**src/rtl/stopword_filter_unit_macros.svh**
```systemverilog
// Assertion macros of the stopword filter RTL, used by sfu_back
`ifndef STOPWORD_FILTER_UNIT_MACROS_SVH
`define STOPWORD_FILTER_UNIT_MACROS_SVH
`ifndef SYNTHESIS
`define SFU_ASSERT(lbl, clk, rst_n, prop) \
  lbl: assert property (@(posedge clk) disable iff (!rst_n) prop) else $error("sfu check failed");
`define SFU_ASSERT_NEXT(lbl, clk, rst_n, ante, cons) \
  lbl: assert property (@(posedge clk) disable iff (!rst_n) (ante) |=> (cons)) else $error("sfu check failed");
`else
`define SFU_ASSERT(lbl, clk, rst_n, prop)
`define SFU_ASSERT_NEXT(lbl, clk, rst_n, ante, cons)
`endif
`endif

```
**src/rtl/sfu_pkg.sv**
```systemverilog
// Shared types and constants of the stopword filter
`timescale 1ns / 1ps
package sfu_pkg;
  localparam int WORD_MAX_DEF   = 32;
  localparam int STOP_LEN_DEF   = 16;
  localparam int STOP_COUNT_DEF = 256;

  localparam logic [7:0] CH_SPACE   = 8'd32;
  localparam logic [7:0] CH_NEWLINE = 8'd10;

  localparam logic [1:0] ACT_TEXT   = 2'd0;
  localparam logic [1:0] ACT_LOAD   = 2'd1;
  localparam logic [1:0] ACT_CLEAR  = 2'd2;
  localparam logic [1:0] ACT_UNUSED = 2'd3;

  localparam logic [1:0] ST_OK   = 2'd0;
  localparam logic [1:0] ST_LONG = 2'd1;
  localparam logic [1:0] ST_FULL = 2'd2;

  localparam logic KIND_TEXT   = 1'b0;
  localparam logic KIND_STATUS = 1'b1;

  typedef enum logic [1:0] {
    OP_TEXT,
    OP_LOAD,
    OP_CLEAR
  } op_t;

  typedef struct packed {
    op_t        op;
    logic [7:0] ch;
    logic       delim;
  } cmd_t;

  typedef enum logic [3:0] {
    S_IDLE,
    S_LREQ,
    S_LCHK,
    S_CREQ,
    S_CCHK,
    S_EMIT_SP,
    S_WREQ,
    S_WOUT,
    S_NL,
    S_STAT
  } state_t;
endpackage

```
**src/rtl/sfu_queue.sv**
```systemverilog
// Two-entry command queue between front and back
`timescale 1ns / 1ps
module sfu_queue (
  input  logic          clk,
  input  logic          rst_n,
  input  logic          push,
  input  sfu_pkg::cmd_t push_data,
  output logic          full,
  input  logic          pop,
  output logic          q_valid,
  output sfu_pkg::cmd_t q_data
);
  localparam logic [1:0] QDEPTH = 2'd2;

  sfu_pkg::cmd_t slot_r [2];
  logic       wp_r, wp_nxt;
  logic       rp_r, rp_nxt;
  logic [1:0] cnt_r, cnt_nxt;
  logic       do_pop;

  assign full    = (cnt_r == QDEPTH);
  assign q_valid = (cnt_r != 2'd0);
  assign q_data  = slot_r[rp_r];
  assign do_pop  = pop && q_valid;

  always_comb begin
    wp_nxt  = push ? ~wp_r : wp_r;
    rp_nxt  = do_pop ? ~rp_r : rp_r;
    cnt_nxt = cnt_r + {1'b0, push} - {1'b0, do_pop};
  end

  always_ff @(posedge clk) begin
    if (!rst_n) begin
      wp_r  <= 1'b0;
      rp_r  <= 1'b0;
      cnt_r <= 2'd0;
    end else begin
      wp_r  <= wp_nxt;
      rp_r  <= rp_nxt;
      cnt_r <= cnt_nxt;
    end
  end

  always_ff @(posedge clk) begin
    if (push) begin
      slot_r[wp_r] <= push_data;
    end
  end
endmodule

```
**config.mk**
```make
export PLATFORM = sky130hd
export DESIGN_NAME = sfu_queue
export DESIGN_NICKNAME = d
export VERILOG_FILES = /design/src/rtl/stopword_filter_unit_macros.svh /design/src/rtl/sfu_pkg.sv /design/src/rtl/sfu_queue.sv
export SDC_FILE = /design/constraint.sdc
export NUM_CORES = 1
export LEC_CHECK = 0
export ABC_AREA = 1
export ABC_CLOCK_PERIOD_IN_PS = 1700
export BUFFER_PORTS_ARGS = -buffer_cell sky130_fd_sc_hd__buf_2
export CORE_MARGIN = 10
export CORE_UTILIZATION = 41
export DETAILED_ROUTE_END_ITERATION = 16
export SYNTH_ARGS = -nofsm -noshare
export SYNTH_HDL_FRONTEND = slang
export SYNTH_SLANG_ARGS = --single-unit
```
**constraint.sdc**
```tcl
create_clock -name clk -period 1.7 [get_ports clk]
set_input_delay 0 -clock clk [delete_from_list [all_inputs] [get_ports clk]]
set_output_delay 0 -clock clk [all_outputs]
set_load 0.02 [all_outputs]
```
==> results of run 1 <==
cell type report:
cell class                      count  area [sq um]
Fill cell                         218          1060
Clock buffer                        4          26.3
Tap cell                           30          37.5
Inverter                            8          30.0
Timing Repair Buffer               43           290
Sequential cell                    27           761
Multi-Input combinational cell     34           269
registers in the layout (all words and copies together) (netlist names), named ones only:
signal,flops
cnt_r,2
slot_r,22
wp_r,1
rp_r,1
synthesized netlist by cell type:
cell type,n,share of area (%)
a21oi_1,1,0.47
buf_6,1,1.1
dfxtp_1,5,9.3
edfxtp_1,22,62
ha_1,2,2.3
inv_1,8,2.8
mux2_2,1,1.1
mux2_4,10,14
nand2_1,8,2.8
nand3_1,2,0.93
nor2_1,10,3.5
cell families (layout without fill, tap and decap cells):
kind of cell | after synthesis | in the layout | share of synthesized area [%]
flops | 27 | 27 | 71.0
simple gates | 20 | 20 | 7.24
mux | 11 | 11 | 15.1
buf+inv | 9 | 55 | 3.86
fa+ha+maj | 2 | 2 | 2.34
compound gates | 1 | 1 | 0.467
routing by layer:
metal | wire [um] | up-vias | track usage, %
met4 | 21 | 0 | 3.23
met1 | 759 | 311 | 7.95
met3 | 140 | 2 | 3.07
li1 | - | 332 | -
met2 | 912 | 18 | 13.2
met5 | 0 | - | 0
where the power goes:
part           switching, mW  internal [mW]  total (mW)
Sequential            0.0294          0.784       0.814
Combinational          0.307          0.251       0.558
Clock                  0.163         0.0914       0.255
Total                  0.500           1.13        1.63
final timing paths:
| check | from | to | slack (ps) | cells after the start |
|---|---|---|---|---|
| setup / recovery | cnt_r[1]$_SDFF_PN0_ | cnt_r[1]$_SDFF_PN0_ | 290 | 8 |
| setup reg to reg | cnt_r[1]$_SDFF_PN0_ | cnt_r[1]$_SDFF_PN0_ | 290 | 8 |
| hold reg to reg | rp_r$_SDFFE_PN0P_ | rp_r$_SDFFE_PN0P_ | 530 | 2 |
| hold / removal | push_data[6] | slot_r[0][6]$_DFFE_PP_ | 410 | 2 |
metrics by stage:
stage / instance area (sq um) / util, %
after floorplan: 1070 / -
after global placement: 1250 / 50.4
after detailed placement: 1250 / 50.4
after CTS: 1410 / 57.1
after global routing: 1410 / 57.1
final: 1410 / 57.1
==> summary.md, run 1 <==
| Metric | Value |
|---|---|
| Status | finished, final reports clean |
| Synthesized net count | 87 |
| Tot Pwr | 1.63 mW |
| Worst-path clk slew | 130 ps |
| RD Place Congestion | 0.636 |
| Fin crit period | 1410 ps |
| Final worst slack | 292 ps |
| Root Buffer | clkbuf_4 |
| Clock buffer depth | 2 |
| Number of nets in the layout | 134 |
| CTS Buf Count | 3 |
| Min-delay worst type | input pin to register |
| Crit-path cells | nor2_1 > nor2_1 > ha_1 > inv_1 > ha_1 > nand2_1 > a21oi_1 > nor2_1 |
| P per Cell Area | 1150 nW/um^2 |
| Final Cycle Share | 82.8% |
| Initial cell density of the core | 43.2% |
| Clock Sinks | 27 |
| Unique masters post-synth | 11 |
| VDD IR max | 842 uV |
| Worst Skew | 1.54 ps |
| Req. time, crit path | 1910 ps |
| Post-DP HPWL | 1350 um |
| GRT Residual Overflow | 0 |
| Vias in the first global route | 707 |
| Pre-CTS WS | 319 ps |
| Slew at the pin closest to its max-slew limit | 437 ps |
| RSZ-0062 raised after global routing | false |
| Slowest stage delay, CP | 380 ps |
| Setup TNS | 0 ps |
| Post-Syn Area | 1070 sq um |
| Via count | 663 |
| Crit start category | register |
| Htree depth | 1 |
| Final Non-Filler Cells | 146 |
| N_diodes | 0 |
| First-pass GRT wire length | 3150 um |
| DR WL/cell | 12.6 um |
| Vias per inst | 4.54 |
| Post-synthesis cell count | 70 |
| Syn avg cell area | 15.3 sq um |
| Most used cell, CP | nor2_1 |
| Delay-heaviest family, CP | adder cells |
| Area Growth Syn to Fin | 32.0% |
| Setup violators final | 0 |
| Die area | 5060 sq um |
| Max Slew Vio Count | 0 |
| Share of cells above drive strength 1 | 37.1% |
| WS Path Type | register to register |
| Crit path max fanout | 3 |
| Most frequent cells in the layout | 27 x buf_2, 22 x edfxtp_1, 14 x dlygate4sd3_1, 10 x nor2_1, 10 x mux2_4 |
| Die height | 71.1 um |
| Die X | 71.1 um |
| Leakage | 0.620 nW |
| Routed wire length | 1830 um |
| Most common cell after layout, fill and taps aside | buf_2 |
| Largest net degree at the start of global routing | 15 |
| Max-cap viol count | 0 |
| DR pass1 iterations | 2 |
| # port buffers | 27 |
| Crit path buffers/inverters | 1 |
| GRT Total Usage | 7.60% |
| Crit path DAT | 1620 ps |
| ANT nets after route | 0 |
| Max Fclk | 710 MHz |
| DR DRC count | 0 |
| Rows | 18 |
| DP Cell Count | 128 |
| Final hold viol count | 0 |
| Worst path slowest cell | dfxtp_1 |
| Seq cells post-synth | 27 |
| Ys Warns | 0 |
| Core area | 2480 sq um |
| Initial antenna violation count | 0 |
| Worst-Skew Late Latency | 300 ps |
| Setup crit end kind | register |
| TritonCTS clock tree | done |
| Final hold slack | 414 ps |
| Cts hold-fix bufs | 14 |
| Relative slew slack | 70.8% |
| Setup bufs post-CTS | 0 |
| Cts repair resizes | 0 |
| # IOs | 28 |
| Post-synthesis sequential area ratio | 71.0% |
| Iteration-0 DRC Markers | 11 |
Power figures use the tool's default switching activity.
==> run 2, diff against run 1 <==
ABC_CLOCK_PERIOD_IN_PS = 1200   (was 1700)
PLACE_DENSITY = 0.67   (was unset)
clock period = 1.2 ns   (was 1.7 ns; I/O delays follow)
==> summary.md, run 2 (synthesis results as in run 1) <==
| Metric | Value |
|---|---|
| Status | finished with violations |
| Failing checks | negative setup slack |
| Final Non-Filler Cells | 152 |
| Clock buffer depth | 2 |
| Slowest stage delay, CP | 350 ps |
| # IOs | 28 |
| Fill cell count | 192 |
| Die area | 5060 sq um |
| Worst setup path startpoint | cnt_r[1]$_SDFF_PN0_ |
| DR DRC count | 0 |
| TritonCTS clock tree | done |
| Post-DP HPWL | 1530 um |
| Iteration-0 DRC Markers | 11 |
| Final Cycle Share | 113% |
| Crit path max fanout | 2 |
| Worst Hold Launch | pop |
| Multi-input logic area | 322 sq um |
| Final worst slack | -150 ps |
| CTS Buf Count | 3 |
| Setup violators final | 12 |
| Reg area | 767 sq um |
| Most frequent cells in the layout | 22 x edfxtp_1, 15 x buf_2, 14 x dlygate4sd3_1, 11 x mux2_4, 11 x buf_6 |
| VDD IR max | 1180 uV |
| Crit-path cells | nor2_2 > nor2_2 > ha_4 > inv_2 > ha_4 > inv_2 > nand2_4 > a21oi_2 > nor2_1 |
| Max FFs per register | 22 |
| GRT Total Usage | 9.03% |
| Via count | 699 |
| RD Place Congestion | 0.636 |
| Die X | 71.1 um |
| Max Slew Vio Count | 0 |
| Slew at the pin closest to its max-slew limit | 156 ps |
| Worst path slowest cell | dfxtp_2 |
| DR pass1 iterations | 4 |
| # port buffers | 27 |
| Top reg by flops | slot_r |
| Final hold viol count | 0 |
| Vias per inst | 4.60 |
| Max-cap viol count | 0 |
| Crit path DAT | 1580 ps |
| Req. time, crit path | 1430 ps |
| Area Growth Syn to Fin | 52.6% |
| N_diodes | 0 |
| Delay-heaviest family, CP | adder cells |
| Initial antenna violation count | 0 |
| Core area | 2480 sq um |
| First-pass GRT wire length | 3710 um |
| Crit path buffers/inverters | 2 |
| GRT Residual Overflow | 0 |
| P per Cell Area | 1750 nW/um^2 |
| DP Cell Count | 132 |
| Max Fclk | 741 MHz |
| Relative slew slack | 89.6% |
| Share of cells above drive strength 1 | 52.5% |
| Vias in the first global route | 793 |
| Most common cell after layout, fill and taps aside | edfxtp_1 |
| DR WL/cell | 14.8 um |
| Setup TNS | -1100 ps |
| Crit start category | register |
| Number of nets in the layout | 140 |
| Min-delay worst type | input pin to register |
| Worst-path clk slew | 140 ps |
| ANT nets after route | 0 |
| Routed wire length | 2250 um |
| Reg-to-Reg Start | cnt_r[1]$_SDFF_PN0_ |
| Die height | 71.1 um |
| Rows | 18 |
| WS Path Type | register to register |
| Clock Sinks | 27 |
| Root Buffer | clkbuf_4 |
| Leakage | 0.691 nW |
| Worst Skew | 3.34 ps |
| RSZ-0062 raised after global routing | true |
| Setup crit end kind | register |
| Fin crit period | 1350 ps |
| Top flop regs | slot_r: 22 flops, cnt_r: 2 flops |
| Worst-Skew Late Latency | 310 ps |
| Htree depth | 1 |
| Initial cell density of the core | 43.2% |
| Largest net degree at the start of global routing | 15 |
[run 2: path summary, 6_finish.rpt]
check | endpoint | slack [ps] | cells past startpoint
hold / removal | cnt_r[1]$_SDFF_PN0_ | 240 | 6
setup / recovery | cnt_r[1]$_SDFF_PN0_ | -150 | 9
hold reg to reg | wp_r$_SDFFE_PN0P_ | 530 | 2
setup reg to reg | cnt_r[1]$_SDFF_PN0_ | -150 | 9
[run 2: repair_timing]
| item | 4_1_cts | 5_1_grt |
|---|---|---|
| gates resized for setup | 29 | 14 |
| setup buffers | 1 | 0 |
| hold buffers | 14 | 0 |
| endpoints found under the hold margin | 27 | 0 |
| pin swaps | 3 | 5 |
| setup endpoints to repair | 13 | 14 |
| cloned | 1 | 0 |
[run 2: cell type report]
cell class / instances / area share [%]
Sequential cell: 27 / 46.9
Timing Repair Buffer: 49 / 27.6
Multi-Input combinational cell: 34 / 19.7
Tap cell: 30 / 2.30
Inverter: 8 / 1.84
Clock buffer: 4 / 1.61
[run 2: where the power goes]
group / leakage (nW) / internal [mW] / switching (mW)
registers: 0.249 / 1.12 / 0.0690
logic: 0.427 / 0.700 / 0.584
clock network: 0.0150 / 0.130 / 0.249
total: 0.691 / 1.95 / 0.903
[run 2: layer usage]
layer | vias up | global-route usage [%] | routed length, um
met1 | 333 | 8.85 | 830
li1 | 345 | - | -
met3 | 2 | 3.63 | 158
met5 | - | 0 | 0
met2 | 19 | 16.3 | 1240
met4 | 0 | 3.87 | 17
[run 2: worst min-delay path: stages]
cell	delay, ps
buf_2	110
inv_1	70
nor2_2	60
ha_4	160
a21oi_2	110
nor2_1	40
[run 2: metrics by stage]
step | util [%] | worst slack [ps] | instance area (sq um) | hold WS [ps] | total power [mW]
5_1_grt | 66.0 | -219 | 1630 | 264 | 3.02
6_report | 66.0 | -150 | 1630 | 244 | 2.86
3_5_place_dp | 52.6 | -211 | 1300 | 194 | 2.06
2_1_floorplan | - | -79.4 | 1070 | 93.5 | 1.74
4_1_cts | 64.1 | -189 | 1590 | 254 | 2.73
3_3_place_gp | 52.6 | -81.4 | 1300 | 189 | 2.01
